`src/l2bha_pkg.sv`:
```
// Shared types, constants and state encodings for the log2-binned histogram accumulator.
// No dependencies; every other source file but l2bha_ram imports this package.
`default_nettype none

package l2bha_pkg;

    // Default sizes of the sum tables
    localparam int NUM_OPS_DEF    = 64;
    localparam int GROUP_BINS_DEF = 16;
    localparam int SIZE_BINS_DEF  = 16;

    // Field widths
    localparam int VAL_W     = 31;
    localparam int OPC_W     = 2;
    localparam int OP_W      = 6;
    localparam int BIN_IN_W  = 4;
    localparam int BIN_W     = 5;   // holds bin numbers up to 31
    localparam int AMOUNT_W  = 40;
    localparam int SUM_W     = 48;
    localparam int CFG_IDX_W = 2;
    localparam int IN_DATA_W  = 120;
    localparam int IN_USER_W  = 3;
    localparam int OUT_DATA_W = 64;

    localparam logic [VAL_W-1:0] FIRST_BIN_RESET = VAL_W'(7);
    localparam logic [SUM_W-1:0] SUM_MAX         = {SUM_W{1'b1}};

    // Opcodes
    localparam logic [OPC_W-1:0] OPC_ACCUM = 2'd0;
    localparam logic [OPC_W-1:0] OPC_READ  = 2'd1;
    localparam logic [OPC_W-1:0] OPC_ADD   = 2'd2;

    // Configuration register indexes
    localparam logic [CFG_IDX_W-1:0] REG_COMM_FIRST_MAX = 2'd0;
    localparam logic [CFG_IDX_W-1:0] REG_SIZE_FIRST_MAX = 2'd1;
    localparam logic [CFG_IDX_W-1:0] REG_COLLECT_EN     = 2'd2;

    typedef struct packed {
        logic [VAL_W-1:0] comm_first_max;
        logic [VAL_W-1:0] size_first_max;
        logic             collect_en;
    } cfg_t;

    // One classified request handed from the front to the back
    typedef struct packed {
        logic                do_add;
        logic                skip;
        logic                tsel;
        logic [OP_W-1:0]     op;
        logic [BIN_W-1:0]    gbin;
        logic [BIN_W-1:0]    sbin;
        logic [AMOUNT_W-1:0] amount;
    } item_t;

    typedef enum logic {
        F_IDLE,
        F_BIN
    } front_state_t;

    typedef enum logic [1:0] {
        B_CLEAR,
        B_IDLE,
        B_CALC
    } back_state_t;

endpackage

`default_nettype wire

```
`src/l2bha_queue.sv`:
```
// Two-entry queue of classified requests between the front and the back.
// Depends on l2bha_pkg.
`default_nettype none

module l2bha_queue (
    input  wire logic             clk,
    input  wire logic             rst_n,
    input  wire logic             push,
    input  wire l2bha_pkg::item_t push_item,
    output logic                  full,
    input  wire logic             pop,
    output logic                  head_valid,
    output l2bha_pkg::item_t      head
);
    import l2bha_pkg::*;

    item_t       entry_reg [2];
    logic        wptr_reg, wptr_next;
    logic        rptr_reg, rptr_next;
    logic [1:0]  count_reg, count_next;

    assign full       = (count_reg == 2'd2);
    assign head_valid = (count_reg != 2'd0);
    assign head       = entry_reg[rptr_reg];

    always_comb
    begin
        wptr_next  = push ? !wptr_reg : wptr_reg;
        rptr_next  = pop ? !rptr_reg : rptr_reg;
        count_next = count_reg + 2'(push) - 2'(pop);
    end

    always_ff @(posedge clk or negedge rst_n)
    begin
        if (!rst_n)
        begin
            wptr_reg  <= 1'b0;
            rptr_reg  <= 1'b0;
            count_reg <= 2'd0;
        end
        else
        begin
            wptr_reg  <= wptr_next;
            rptr_reg  <= rptr_next;
            count_reg <= count_next;
        end
    end

    always_ff @(posedge clk)
    begin
        if (push)
        begin
            entry_reg[wptr_reg] <= push_item;
        end
    end

endmodule

`default_nettype wire

```
`config.mk`:
```
export PLATFORM = sky130hd
export DESIGN_NAME = l2bha_queue
export DESIGN_NICKNAME = d
export VERILOG_FILES = /design/src/l2bha_pkg.sv /design/src/l2bha_queue.sv
export SDC_FILE = /design/constraint.sdc
export NUM_CORES = 1
export LEC_CHECK = 0
export ABC_AREA = 1
export BUFFER_PORTS_ARGS = -buffer_cell sky130_fd_sc_hd__buf_4
export CORE_ASPECT_RATIO = 1.4
export CORE_MARGIN = 2
export CORE_UTILIZATION = 45
export CTS_CLUSTER_DIAMETER = 30
export CTS_CLUSTER_SIZE = 20
export DETAILED_ROUTE_END_ITERATION = 8
export PLACE_DENSITY = 0.7
export SETUP_SLACK_MARGIN = 0.5
export SLEW_MARGIN = 0
export SYNTH_ARGS = -nofsm -noshare
export SYNTH_HDL_FRONTEND = slang
export SYNTH_SLANG_ARGS = --single-unit
```
`constraint.sdc`:
```
create_clock -name clk -period 8.4 [get_ports clk]
set_clock_uncertainty 0.1 [all_clocks]
set_input_delay 0.42 -clock clk [delete_from_list [all_inputs] [get_ports clk]]
set_output_delay 0.42 -clock clk [all_outputs]
set_load 0.005 [all_outputs]
```
Word-level counts from Yosys, hierarchy flattened:

Memories as Yosys holds them, arrays and structs flattened.
Cells that the tools add are included.

* memories: 1
* logic and storage cells: 12
* memory bits (writable): 118
* input port bits: 63
* register bits after elaboration: 4

Memory list
* entry_reg: words 2, bits a word 59, read ports 1, clocked after memory_dff 0, wr ports 1, RTL line l2bha_queue.sv:17 `item_t entry_reg [2];`

* reductions and logical operators: 3
* muxes and demuxes: 2
* equal/unequal tests: 1
* add/subtract/negate cells: 2

Operator list (count)
* $add 2x1->2: 1
* $eq 2x2->1 const B: 1
* $logic_not 1->1: 2
* $mux 1: 2
* $reduce_bool 2->1: 1
* $sub 2x1->2: 1

Logic depth before layout (Yosys ltp):

* depth in word-level cells: 2
* mapped depth: 7
* depth with buffers taken out: 7

Worst setup path after synthesis:

Ideal clock, no wire load.

* kind: input -> register
* start: in push
* end: mem entry_reg[0][0] in the netlist's numbering (enable)
* path buffers: 0
* arrival time: 2.935 ns
* stages: 2
* setup time: 0.478 ns
* setup slack: 4.887 ns
* cell sequence: inv_1 nor2_1

* word-level cells in the longest chain between the ends: 2

Ends and longest elaborated chain
* start: declaration: RTL line l2bha_queue.sv:8 `input wire logic push,`
* $mux 1: RTL line l2bha_queue.sv:51 `if (push)`
* $mux 1 (not written as such): RTL line l2bha_queue.sv:53 `entry_reg[wptr_reg] <= push_item;`
* end: declaration: RTL line l2bha_queue.sv:17

Every way passes these cells.

==> parameters.txt <==
Parameter                              Value

Power and ir drop
  Peak supply drop    roughly 210 uV
  Share of total power in sequential cells    approximately 44%
  Power dissipated by switching net loads    0.581 mW
  Power share of the clock group    approximately 32%
  Power, Total    2.09 mW
  LEAKAGE    ~2.6 nW
  Pwr/cell area    between 300 and 400 nW/um^2
  Int Power    approximately 1.5 mW
  Switching part of the total power    between 20 and 30%
  Proportion of power drawn by combinational gates    24.1%

Finish
  Share of final-layout standard cells stronger than drive strength 1    between 30% and 40%
  ANT cells    0
  Fin nets    530
  Count of filler cells inserted in the layout    801
  Design area    between 6000 and 7000 sq um
  Area delta synth->final    34.8%
  Layout Utilization    62.4%
  Number of non-filler instances in the completed layout    between 600 and 700
  Max FFs per register    118

Synthesis
  Synthesized area    between 4000 and 5000 sq um
  Dominant cells by area after synthesis    sky130_fd_sc_hd__edfxtp_1 77%, sky130_fd_sc_hd__o21ai_1 5.9%, sky130_fd_sc_hd__inv_1 5.4%
  Area fraction of the dominant cell type after synthesis    between 70 and 80%
  YS warnings    0
  Number of flip-flops and latches in the synthesized netlist    ~120
  Leading area contributor after synthesis    sky130_fd_sc_hd__edfxtp_1
  Post-synthesis net count    398
  Average cell area after synthesis    roughly 14 sq um
  Post-Synthesis Cells    333
  Unique cell type count in the Yosys netlist    13
  Share of synthesized area occupied by flip-flops and latches    79.5%

Worst setup path
  Cell chain of the critical path    o21ai_1, buf_4
  Sort of element at the start of the critical path    flip-flop
  Worst R2R Setup Slack    ~6.4 ns
  Launch point of the critical path    rptr_reg
  Crit path max fanout    approximately 120
  CP max-delay cell    sky130_fd_sc_hd__dfrtp_4
  Worst r2r src    wptr_reg
  Data required, critical path    between 7 and 8 ns
  R2r worst-path depth    2
  Endpoint of the most critical register-to-register path    entry_reg[0][15]
  Worst endpoint data arrival time    2.02 ns
  Type of element capturing the critical path    output port
  Start-to-end type of the worst setup path    reg2out
  Crit-path max cell delay    1.14 ns

Clock tree
  Clock transition at the register clock pins on the worst setup and hold paths after CTS    around 0.050 ns
  Clk Latency, worst-skew pair    ~0.4 ns
  Total of cells resized after clock tree synthesis    0
  Number of buffers added by the clock tree synthesis step    17
  Cts-stage hold buffer count    1
  CTS Buffer Depth    2
  Number of setup buffers added after CTS    0
  Clk sinks    between 100 and 150
  Clock tree from TritonCTS    built
  Max H-tree Level    4
  Root buf cell    sky130_fd_sc_hd__clkbuf_16

Min path
  Min-Delay Path Class    in2reg
  Startpoint of the lowest-slack hold path    push_item[56]
  Instance count along the most critical hold path    1
  Hold worst-path end    entry_reg[1][56]

Timing
  Final setup violation count    0
  Aggregate negative setup slack    0 ns
  Relative max-transition margin    a little over a quarter
  Post-layout minimum cycle time    ~2.5 ns
  Max Slew Vio Count    0
  Worst Max-Slew Pin Slew    around 1.1 ns
  Post-route clock period utilization    between 30 and 40%
  Setup repair after global routing missed its margin    no
  Minimum hold slack    between 0.1 and 0.15 ns
  Count of endpoints failing hold in the final timing report    0
  PnR worst setup slack    5.86 ns
  Maximum operating frequency    394 MHz

Routing
  Detailed Route WL    8140 um
  Count of routing violations after the opening detailed-route iteration    111
  TritonRoute pass-1 iters    4
  Routed Antenna Nets    0
  Total number of vias    ~2800
  Final routed wire length divided by cell count    13.3 um
  Residual DRC count    0
  DR vias/cell    4.53

Global route
  Grt met2 use    approximately 28%
  GR Layer Usage met1    16.6%
  Global-route total usage across every layer    about 16%
  Vias in the first global route    between 2000 and 3000
  Initial antenna violation count    0
  Remaining global-route overflow    0
  Grt met3 use    roughly 5.6%
  Most congested layer reported by global routing    met2
  Wire length of the first global-routing pass    approximately 13000 um
  Maximum number of pins on one net before global-route repair    120

Placed design
  Total placed instance area    about 5600 sq um
  Post-DP HPWL    roughly 5400 um
  Worst setup slack after placement    6.23 ns
  Number of placed cells counting well taps    580
  PortBufs    123
  Final weighted congestion of routability-driven global placement    about 0.69

Die
  Overall die width    just under 90 um
  Boundary Pins    between 100 and 150
  Overall die area    around 11000 sq um
  Y dimension of the die    between 100 and 150 um
  Core Box Area    ~9900 sq um
  Row count    43
  Effective utilization at floorplan    46.3%

Run status
  Status    finished clean

Run
  # Max-Cap Violations    0
[routing by layer]
metal  up-vias  routed length [um]
met2        79                4540
met1      1301                2980
met3        11                 486
met4         0                 136
li1       1383                   -
met5         -                   0
[worst max path at each step]
stage	end	slack, ns
2_1_floorplan	entry_reg[0][0]	4.89
3_3_place_gp	entry_reg[0][43]	6.26
3_5_place_dp	head[58]	6.23
4_1_cts	head[58]	5.79
5_1_grt	head[3]	5.64
6_report	head[48]	5.86
[power groups by stage]
stage                     Sequential, mW  Clock (mW)  Combinational [mW]
after floorplan                    0.851           0               0.306
after global placement             0.923           0               0.507
after detailed placement           0.931           0               0.516
after CTS                          0.919       0.686               0.519
after global routing               0.936       0.718               0.570
final                              0.915       0.672               0.505
[synthesized netlist by cell type]
cell type	instances
sky130_fd_sc_hd__edfxtp_1	118
sky130_fd_sc_hd__buf_6	3
sky130_fd_sc_hd__xor2_1	2
sky130_fd_sc_hd__nor2_1	2
sky130_fd_sc_hd__o21ai_1	54
sky130_fd_sc_hd__buf_4	5
sky130_fd_sc_hd__ha_1	2
sky130_fd_sc_hd__buf_2	5
sky130_fd_sc_hd__nand2_1	66
sky130_fd_sc_hd__inv_1	66
sky130_fd_sc_hd__dfrtp_1	4
sky130_fd_sc_hd__nand3_1	1
sky130_fd_sc_hd__o21ai_0	5
[cell families (layout without fill, tap and decap cells)]
kind of cell | count (synthesis) | after routing | share of synthesized area (%)
adders and majority gates | 2 | 2 | 0.546
AOI/OAI and AO/OA | 59 | 59 | 6.44
and+or+nand+nor | 69 | 69 | 5.68
DFF | 122 | 122 | 79.5
buffers and inverters | 79 | 224 | 7.50
xor gates and xnor gates | 2 | 2 | 0.382
[worst max-delay path: cells and delay by family, from the launching register on]
kind | cells | cell delay, ns
AOI/OAI and AO/OA | 1 | 0.24
DFF | 1 | 1.14
buffers and inverters | 1 | 0.20
[layout by cell type (no fill, tap or decap), types with 2 or more instances in the layout]
master	n
sky130_fd_sc_hd__buf_4	125
sky130_fd_sc_hd__bufinv_16	2
sky130_fd_sc_hd__clkbuf_1	2
sky130_fd_sc_hd__clkbuf_16	17
sky130_fd_sc_hd__clkinv_1	2
sky130_fd_sc_hd__clkinv_2	3
sky130_fd_sc_hd__clkinvlp_4	5
sky130_fd_sc_hd__dfrtp_1	3
sky130_fd_sc_hd__edfxtp_1	118
sky130_fd_sc_hd__ha_1	2
sky130_fd_sc_hd__inv_1	65
sky130_fd_sc_hd__nand2_1	66
sky130_fd_sc_hd__o21ai_0	5
sky130_fd_sc_hd__o21ai_1	54
sky130_fd_sc_hd__xor2_1	2
[cell type report]
type	count	area [sq um]	share of cell area, %
tap	135	169	2.73
timing repair buffer	126	948	15.3
sequential	122	3650	59.0
inverter	66	248	4.01
multi-input combinational	132	606	9.80
clock inverter	13	129	2.09
clock buffer	19	433	7.01
Power figures use the tool's default switching activity.
