### config.mk
export PLATFORM = sky130hd
export DESIGN_NAME = l2bha_front
export DESIGN_NICKNAME = d
export VERILOG_FILES = /design/src/l2bha_pkg.sv /design/src/l2bha_front.sv
export SDC_FILE = /design/constraint.sdc
export NUM_CORES = 1
export LEC_CHECK = 0
export BUFFER_PORTS_ARGS = -buffer_cell sky130_fd_sc_hd__buf_2
export CAP_MARGIN = 20
export CORE_AREA = 5 5 118 120
export DETAILED_ROUTE_END_ITERATION = 10
export DIE_AREA = 0 0 123 125
export PLACE_DENSITY = 0.8
export SLEW_MARGIN = 20
export SYNTH_ARGS = -nofsm -noshare
export SYNTH_HDL_FRONTEND = slang
export SYNTH_SLANG_ARGS = --single-unit
### constraint.sdc
create_clock -name clk -period 6 [get_ports clk]
set_input_delay 0.6 -clock clk [delete_from_list [all_inputs] [get_ports clk]]
set_output_delay 0.6 -clock clk [all_outputs]
set_load 0.1 [all_outputs]
### src/l2bha_pkg.sv
// Shared types, constants and state encodings for the log2-binned histogram accumulator.
// No dependencies; every other source file but l2bha_ram imports this package.
`default_nettype none

package l2bha_pkg;

    // Default sizes of the sum tables
    localparam int NUM_OPS_DEF    = 64;
    localparam int GROUP_BINS_DEF = 16;
    localparam int SIZE_BINS_DEF  = 16;

    // Field widths
    localparam int VAL_W     = 31;
    localparam int OPC_W     = 2;
    localparam int OP_W      = 6;
    localparam int BIN_IN_W  = 4;
    localparam int BIN_W     = 5;   // holds bin numbers up to 31
    localparam int AMOUNT_W  = 40;
    localparam int SUM_W     = 48;
    localparam int CFG_IDX_W = 2;
    localparam int IN_DATA_W  = 120;
    localparam int IN_USER_W  = 3;
    localparam int OUT_DATA_W = 64;

    localparam logic [VAL_W-1:0] FIRST_BIN_RESET = VAL_W'(7);
    localparam logic [SUM_W-1:0] SUM_MAX         = {SUM_W{1'b1}};

    // Opcodes
    localparam logic [OPC_W-1:0] OPC_ACCUM = 2'd0;
    localparam logic [OPC_W-1:0] OPC_READ  = 2'd1;
    localparam logic [OPC_W-1:0] OPC_ADD   = 2'd2;

    // Configuration register indexes
    localparam logic [CFG_IDX_W-1:0] REG_COMM_FIRST_MAX = 2'd0;
    localparam logic [CFG_IDX_W-1:0] REG_SIZE_FIRST_MAX = 2'd1;
    localparam logic [CFG_IDX_W-1:0] REG_COLLECT_EN     = 2'd2;

    typedef struct packed {
        logic [VAL_W-1:0] comm_first_max;
        logic [VAL_W-1:0] size_first_max;
        logic             collect_en;
    } cfg_t;

    // One classified request handed from the front to the back
    typedef struct packed {
        logic                do_add;
        logic                skip;
        logic                tsel;
        logic [OP_W-1:0]     op;
        logic [BIN_W-1:0]    gbin;
        logic [BIN_W-1:0]    sbin;
        logic [AMOUNT_W-1:0] amount;
    } item_t;

    typedef enum logic {
        F_IDLE,
        F_BIN
    } front_state_t;

    typedef enum logic [1:0] {
        B_CLEAR,
        B_IDLE,
        B_CALC
    } back_state_t;

endpackage

`default_nettype wire

### src/l2bha_front.sv
// Front end: accepts requests, clamps bin and operation numbers, bins sizes by halving.
// Depends on l2bha_pkg.
`default_nettype none

module l2bha_front #(
    parameter int NUM_OPS    = l2bha_pkg::NUM_OPS_DEF,
    parameter int GROUP_BINS = l2bha_pkg::GROUP_BINS_DEF,
    parameter int SIZE_BINS  = l2bha_pkg::SIZE_BINS_DEF
) (
    input  wire logic                              clk,
    input  wire logic                              rst_n,
    input  wire logic                              enable,
    input  wire l2bha_pkg::cfg_t                   cfg,
    input  wire logic                              s_tvalid,
    output logic                                   s_tready,
    input  wire logic [l2bha_pkg::IN_DATA_W-1:0]   s_tdata,
    input  wire logic [l2bha_pkg::IN_USER_W-1:0]   s_tuser,
    output logic                                   push,
    output l2bha_pkg::item_t                       push_item,
    input  wire logic                              q_full
);
    import l2bha_pkg::*;

    localparam logic [BIN_W-1:0] G_LAST = BIN_W'(GROUP_BINS - 1);
    localparam logic [BIN_W-1:0] S_LAST = BIN_W'(SIZE_BINS - 1);
    localparam logic [OP_W-1:0]  OP_LAST = OP_W'(NUM_OPS - 1);

    front_state_t     state_reg, state_next;
    item_t            item_reg, item_next;
    logic [VAL_W-1:0] gval_reg, gval_next;
    logic [VAL_W-1:0] sval_reg, sval_next;

    // Unpacked input fields
    logic [OPC_W-1:0]    in_opcode;
    logic                in_tsel;
    logic [OP_W-1:0]     in_op;
    logic [VAL_W-1:0]    in_gsize;
    logic [VAL_W-1:0]    in_msize;
    logic [BIN_IN_W-1:0] in_gbin;
    logic [BIN_IN_W-1:0] in_sbin;
    logic [AMOUNT_W-1:0] in_amount;

    logic g_done, s_done;

    assign in_opcode = s_tuser[1:0];
    assign in_tsel   = s_tuser[2];
    assign in_op     = s_tdata[5:0];
    assign in_gsize  = s_tdata[36:6];
    assign in_msize  = s_tdata[67:37];
    assign in_gbin   = s_tdata[71:68];
    assign in_sbin   = s_tdata[75:72];
    assign in_amount = s_tdata[115:76];

    assign g_done = (gval_reg <= cfg.comm_first_max) || (item_reg.gbin == G_LAST);
    assign s_done = (sval_reg <= cfg.size_first_max) || (item_reg.sbin == S_LAST);

    assign push_item = item_reg;

    always_ff @(posedge clk or negedge rst_n)
    begin
        if (!rst_n)
        begin
            state_reg <= F_IDLE;
        end
        else
        begin
            state_reg <= state_next;
        end
    end

    always_ff @(posedge clk)
    begin
        item_reg <= item_next;
        gval_reg <= gval_next;
        sval_reg <= sval_next;
    end

    always_comb
    begin
        state_next = state_reg;
        item_next  = item_reg;
        gval_next  = gval_reg;
        sval_next  = sval_reg;
        s_tready   = 1'b0;
        push       = 1'b0;
        unique case (state_reg)
            F_IDLE:
            begin
                s_tready = enable;
                if (enable && s_tvalid)
                begin
                    item_next.tsel   = in_tsel;
                    item_next.amount = in_amount;
                    item_next.op     = (32'(in_op) >= NUM_OPS) ? OP_LAST : in_op;
                    if (in_opcode == OPC_ACCUM)
                    begin
                        // Start binning from bin zero with the raw sizes
                        item_next.do_add = cfg.collect_en;
                        item_next.skip   = !cfg.collect_en;
                        item_next.gbin   = '0;
                        item_next.sbin   = '0;
                        gval_next        = in_gsize;
                        sval_next        = in_msize;
                    end
                    else
                    begin
                        // Bins are given; zero values end the halving at once
                        item_next.do_add = (in_opcode == OPC_ADD);
                        item_next.skip   = 1'b0;
                        item_next.gbin   = (32'(in_gbin) >= GROUP_BINS) ? G_LAST
                                                                        : BIN_W'(in_gbin);
                        item_next.sbin   = (32'(in_sbin) >= SIZE_BINS) ? S_LAST
                                                                       : BIN_W'(in_sbin);
                        gval_next        = '0;
                        sval_next        = '0;
                    end
                    state_next = F_BIN;
                end
            end
            F_BIN:
            begin
                if (g_done && s_done)
                begin
                    if (!q_full)
                    begin
                        push       = 1'b1;
                        state_next = F_IDLE;
                    end
                end
                else
                begin
                    // Halve each value that is still above its first-bin limit
                    if (!g_done)
                    begin
                        gval_next      = gval_reg >> 1;
                        item_next.gbin = item_reg.gbin + BIN_W'(1);
                    end
                    if (!s_done)
                    begin
                        sval_next      = sval_reg >> 1;
                        item_next.sbin = item_reg.sbin + BIN_W'(1);
                    end
                end
            end
            default:
            begin
                state_next = F_IDLE;
            end
        endcase
    end

endmodule

`default_nettype wire

* After elaboration in Yosys (flattened, before gate mapping)
Index checks and enable logic that the tools add are counted.
Widths: inputs -> output; s select.
** Storage, ports and cells
- Bits of input ports :: 191
- Output and inout bits :: 61
- Register bits after elaboration :: 122
- Logic and storage cells :: 56
** Cells by class
- Order comparisons :: 2
- Bitwise gates (word level) :: 1
- Eq/ne operators :: 7
- Multiplexer cells :: 25
- Reductions and logical operators :: 9
- Add/sub/neg operators :: 2
** Operators by type and width (count)
- $mux 31 :: 8
- $pmux 31 s2 :: 2
- $le 31x31->1 :: 2
- $mux 50 :: 1
- $pmux 10 s2 :: 1
- $add 5x1->5 const B :: 2
- $eq 5x4->1 const B :: 2
- $mux 10 :: 1
- $mux 5 :: 2
- $mux 9 :: 1
- $ne 2x2->1 const B :: 4
- $mux 1 :: 7
- $reduce_and 3->1 :: 2
- $eq 2x2->1 const B :: 1
- $logic_and 1x1->1 :: 2
- $logic_not 2->1 :: 1
- $logic_or 1x1->1 :: 2
- $mux 2 :: 1
- $pmux 1 s2 :: 1
- $reduce_and 2->1 :: 1
- $logic_not 1->1 :: 1
- $not 1->1 :: 1

* Longest topological paths before layout
- Depth after elaboration :: 5
- Gate-level depth with buffers :: 8
- Depth with buffers taken out :: 8

* Worst setup path after synthesis
OpenSTA, ideal clock, no wires.
- Kind :: reg2reg
- Start point :: register item_reg (netlist bit push_item[45])
- End point :: register gval_reg[0], enable pin
- Arrival time :: 4.359 ns
- Period minus slack after synthesis :: 4.839 ns
- Slack :: 1.161 ns
- Setup time :: 0.479 ns
- Stages on the path, launching flop included :: 7
- Data required time :: 5.521 ns
- Buffers on the path :: 0
- Cell sequence :: edfxtp_1 -> ha_1 -> and3_1 -> ha_1 -> a31oi_1 -> o21ai_0 -> o21ai_0
** Between the ends
- Longest elaborated chain between the ends :: 5
- Elaborated cells on any way between the ends :: 6
- Classes of those cells :: eq/ne: 3; reduce/logical: 3
** Ends and longest elaborated chain
- start, declared :: line l2bha_front.sv:29 : item_t item_reg, item_next;
- start signal, assigned :: line l2bha_front.sv:73 : item_reg <= item_next;
- $eq 5x4->1 (*) :: line l2bha_front.sv:54 : assign g_done = (gval_reg <= cfg.comm_first_max) || (item_reg.gbin == G_LAST);
- $logic_or 1x1->1 (*) :: line l2bha_front.sv:54
- $logic_and 1x1->1 :: line l2bha_front.sv:122 : if (g_done && s_done)
- $ne 2x2->1 (no line)
- $reduce_and 3->1 (no line) (*)
- end signal, assigned :: line l2bha_front.sv:74 : gval_reg <= gval_next;
- end, declared :: line l2bha_front.sv:30 : logic [VAL_W-1:0] gval_reg, gval_next;
Mark *: on every way between the ends. The rest lies on a longest branch, timed or not.
A chain may end at the register's enable or synchronous reset.

* Final worst setup path
- Start point :: register gval_reg[10]
- End point :: output push
** Between the ends
- Longest elaborated chain between the ends :: 5
** Ends and longest elaborated chain
- $le 31x31->1 :: line l2bha_front.sv:54
- $logic_or 1x1->1 :: line l2bha_front.sv:54
- $logic_and 1x1->1 :: line l2bha_front.sv:122
- $mux 1 :: line l2bha_front.sv:122
- $mux 1 :: line l2bha_front.sv:86 : unique case (state_reg)
- end, declared :: line l2bha_front.sv:18 : output logic push,
No other way between the ends.

==> metrics.md <==
| Metric | Value |
|---|---|
| Status | finished, final reports clean |
| Slew margin rel. | 31.1% |
| Reg clk slew, reported paths | about 0.060 ns |
| Area leader, netlist | edfxtp_1 |
| Reg2reg start | sval_reg[30] |
| Synth Flop Type | edfxtp_1 |
| Multiplexer share of the synthesized area | 0% |
| Pin count of the biggest net entering global routing | 66 |
| DR iter-0 viols | between 200 and 300 |
| Detailed-route wire length per cell | around 18 um |
| Worst hold path type | input pin to register |
| Worst Clk Skew | just over 0.006 ns |
| Worst setup EP type | output pin |
| Complex-gate fraction of the synthesized area | roughly 14% |
| ANT cells | 0 |
| Leakage | between 3 and 4 nW |
| Final wirelength | about 17000 um |
| Worst reg2reg path depth | 7 |
| Initial antenna violation count | 1 |
| R2R Setup Slk | 3.10 ns |
| Synthesized area | between 0.006 and 0.007 sq mm |
| Reg2reg end | sval_reg[12] |
| Mapped Cells | roughly 470 |
| Worst Hold End | push_item[14] |
| CTS tree | done |
| Total CTS buffers | 17 |
| Root Driver | clkbuf_16 |
| Cell Rows | 42 |
| Number of global-route vias before repair | 4896 |
| Kind of critical path | register to output pin |
| Finished Cell Area | a little over 0.008 sq mm |
| Worst-margin pin slew | between 1 and 1.5 ns |
| DR pass1 iterations | 5 |
| WHS Path Cells | 1 |
| Max H-tree Level | 4 |
| RSZ-0062 raised after global routing | false |
| Dpl hpwl | roughly 12000 um |
| Layout Nets | between 900 and 1000 |
| Crit-path max cell delay | 0.50 ns |
| Sink Count | between 100 and 150 |
| WHS | between 0.3 and 0.4 ns |
| Share of the synthesized area in the top cell type | between 50% and 60% |
| PD cells | 464 mW/mm^2 |
| Leading cell types by count after synthesis | edfxtp_1 (121), inv_1 (69), ha_1 (66) |
| Period utilization | 60.5% |
| Crit path max fanout | 3 |
| Gpl congestion | approximately 0.9 |
| Worst Path Arrival | slightly above 3 ns |
| Util after Layout | 63.2% |
| FFs w/ async S/R, synth | less than 1% |
| Detail Route Antenna Nets | 0 |
| Post-synth cell types | 32 |
| Critical path, cell by cell | ha_1, a21oi_1, o21ai_0, a221oi_1, a21oi_1, o21ai_0, and4b_1, buf_2 |
| Most frequent cell after synthesis | edfxtp_1 |
| Mean cell area of the mapped netlist | ~13 sq um |
| Tot Pwr | between 0.003 and 0.004 W |
| Clk buf depth | 2 |
| Top cells by area, synth | edfxtp_1 (60%), ha_1 (14%), a22o_1 (8.9%) |
| Final setup fails | 0 |
| Worst Path Required | 5.40 ns |
| Routed via count | approximately 5000 |
| Die area | around 0.015 sq mm |
| Chip Height | around 130 um |
| Largest family of logic cells by synthesized area | compound AO/OA/AOI/OAI gates |
| Worst path bufs/invs | 1 |
| Achievable frequency | about 280 MHz |
| Max FFs per register | 59 |
| Global Route Usage Sum | approximately 22% |
| Share of cells above drive strength 1 | about two fifths |
| IO buf count | 247 |
| Simple-gate share of the synthesized area | between 6 and 7% |
| Slew Limit Fails | 0 |
| Adder-Cell Fraction of Synth Area | a little over an eighth |
| Area growth syn-to-layout | 34.0% |
| Worst path top cell family by delay | compound AO/OA/AOI/OAI gates |
| Worst-skew pair later-pin latency | 0.41 ns |
| Seq/Total Area, Yosys | between 60% and 70% |
| Grt ovf | 0 |
| Total core area | ~0.013 sq mm |
| Worst Min Path Start | s_tdata[90] |
| Post-Synth XOR/XNOR Area | less than 1% |
| Critical path's slowest cell | o21ai_0 |
| Io pins | 252 |
| Via density | approximately 5.3 |
| Setup TNS | 0 ns |
| Final Hold Vio Count | 0 |
| Initial Util | between 40% and 50% |
| Worst setup SP type | register |
| Worst vdd ir | about 0.25 mV |
| Die width | 123 um |
| DRC violations left | 0 |
| Minimum clock period | ~3.6 ns |
| Max_cap viols | 0 |
| Post-Syn Nets | about 730 |
| Placed instance area | between 0.007 and 0.008 sq mm |
| Global-route wire length before repair | about 25000 um |
| Synthesized flop and latch total | 122 |
| Synthesis Warnings | 0 |
| EDFF count, synth | approximately 120 |
[area by class of cell]
class                           count  area, sq um
Clock buffer                       17          425
Clock inverter                     14          128
Fill cell                        1021         4740
Inverter                           69          259
Multi-Input combinational cell    264         2130
Sequential cell                   122         3660
Tap cell                          176          220
Timing Repair Buffer              252         1320
[cells in the final DEF (no fill, tap or decap), types with 2 or more instances in the layout]
cell type and n:
buf_2 247, a221oi_1 3, xnor2_1 2, nor4_1 3, o21ai_4 2, nor2_1 13, a21oi_1 25, buf_4 2
a22o_1 62, nand4_1 14, and2_1 2, a31oi_1 2, o21ai_0 15, ha_1 66, edfxtp_1 121, clkinvlp_4 2
nand2_1 22, clkbuf_16 17, clkinv_4 6, nor3_1 3, inv_1 68, clkinv_2 3, buf_16 2, and3_1 2
a211oi_1 2, nand3b_1 2, nand3_1 11, xor2_1 2
[cell families after synthesis]
kind of cell             after synthesis
AO/OA/AOI/OAI                        119
XOR/XNOR                               4
adder cells (fa/ha/maj)               66
buffers and inverters                 83
flip-flops                           122
AND/OR/NAND/NOR                       75
[worst max path at each step]
stage	startpoint	end	slack, ns	cells after the start
floorplan	push_item[45]	gval_reg[0]	1.16	6
global placement	cfg[42]	push	2.43	10
detailed placement	cfg[58]	gval_reg[10]	2.41	9
CTS	gval_reg[10]	push	2.28	8
global route	gval_reg[8]	push	2.02	8
finish	gval_reg[10]	push	2.37	8
[report_power, final]
group	internal (W)	total [W]	switching, W
logic	0.000442	0.00141	0.000967
registers	0.00129	0.00142	0.000134
clock network	0.000568	0.000943	0.000375
total	0.00230	0.00377	0.00148
[what timing repair did]
action                    4_1_cts  5_1_grt
hold buffers                    1        0
hold endpoints to repair        1        0
gates resized for setup         0        0
buffers inserted                0        0
[worst reg2reg max path, cell delays in order, from the launching register on]
cell      delay [ns]
edfxtp_1        0.42
ha_1            0.33
nand4_1         0.18
nor4_1          0.52
a21boi_0        0.28
o21ai_2         0.14
o21ai_4         0.48
buf_16          0.24
[stage by stage]
| stage | worst slack (ns) | std cells |
|---|---|---|
| final | 2.37 | 914 |
| after global routing | 2.02 | 914 |
| after CTS | 2.28 | 912 |
| after detailed placement | 2.41 | 880 |
| after global placement | 2.43 | 880 |
| after floorplan | 1.16 | 469 |
[per-layer routing]
| metal | vias up | wire (um) | track usage [%] |
|---|---|---|---|
| met2 | 211 | 8300 | 36.6 |
| li1 | 2301 | - | - |
| met3 | 38 | 1170 | 5.19 |
| met1 | 2303 | 6650 | 26.6 |
| met5 | - | 13 | 0 |
| met4 | 2 | 422 | 7.95 |
Power figures use the tool's default switching activity.
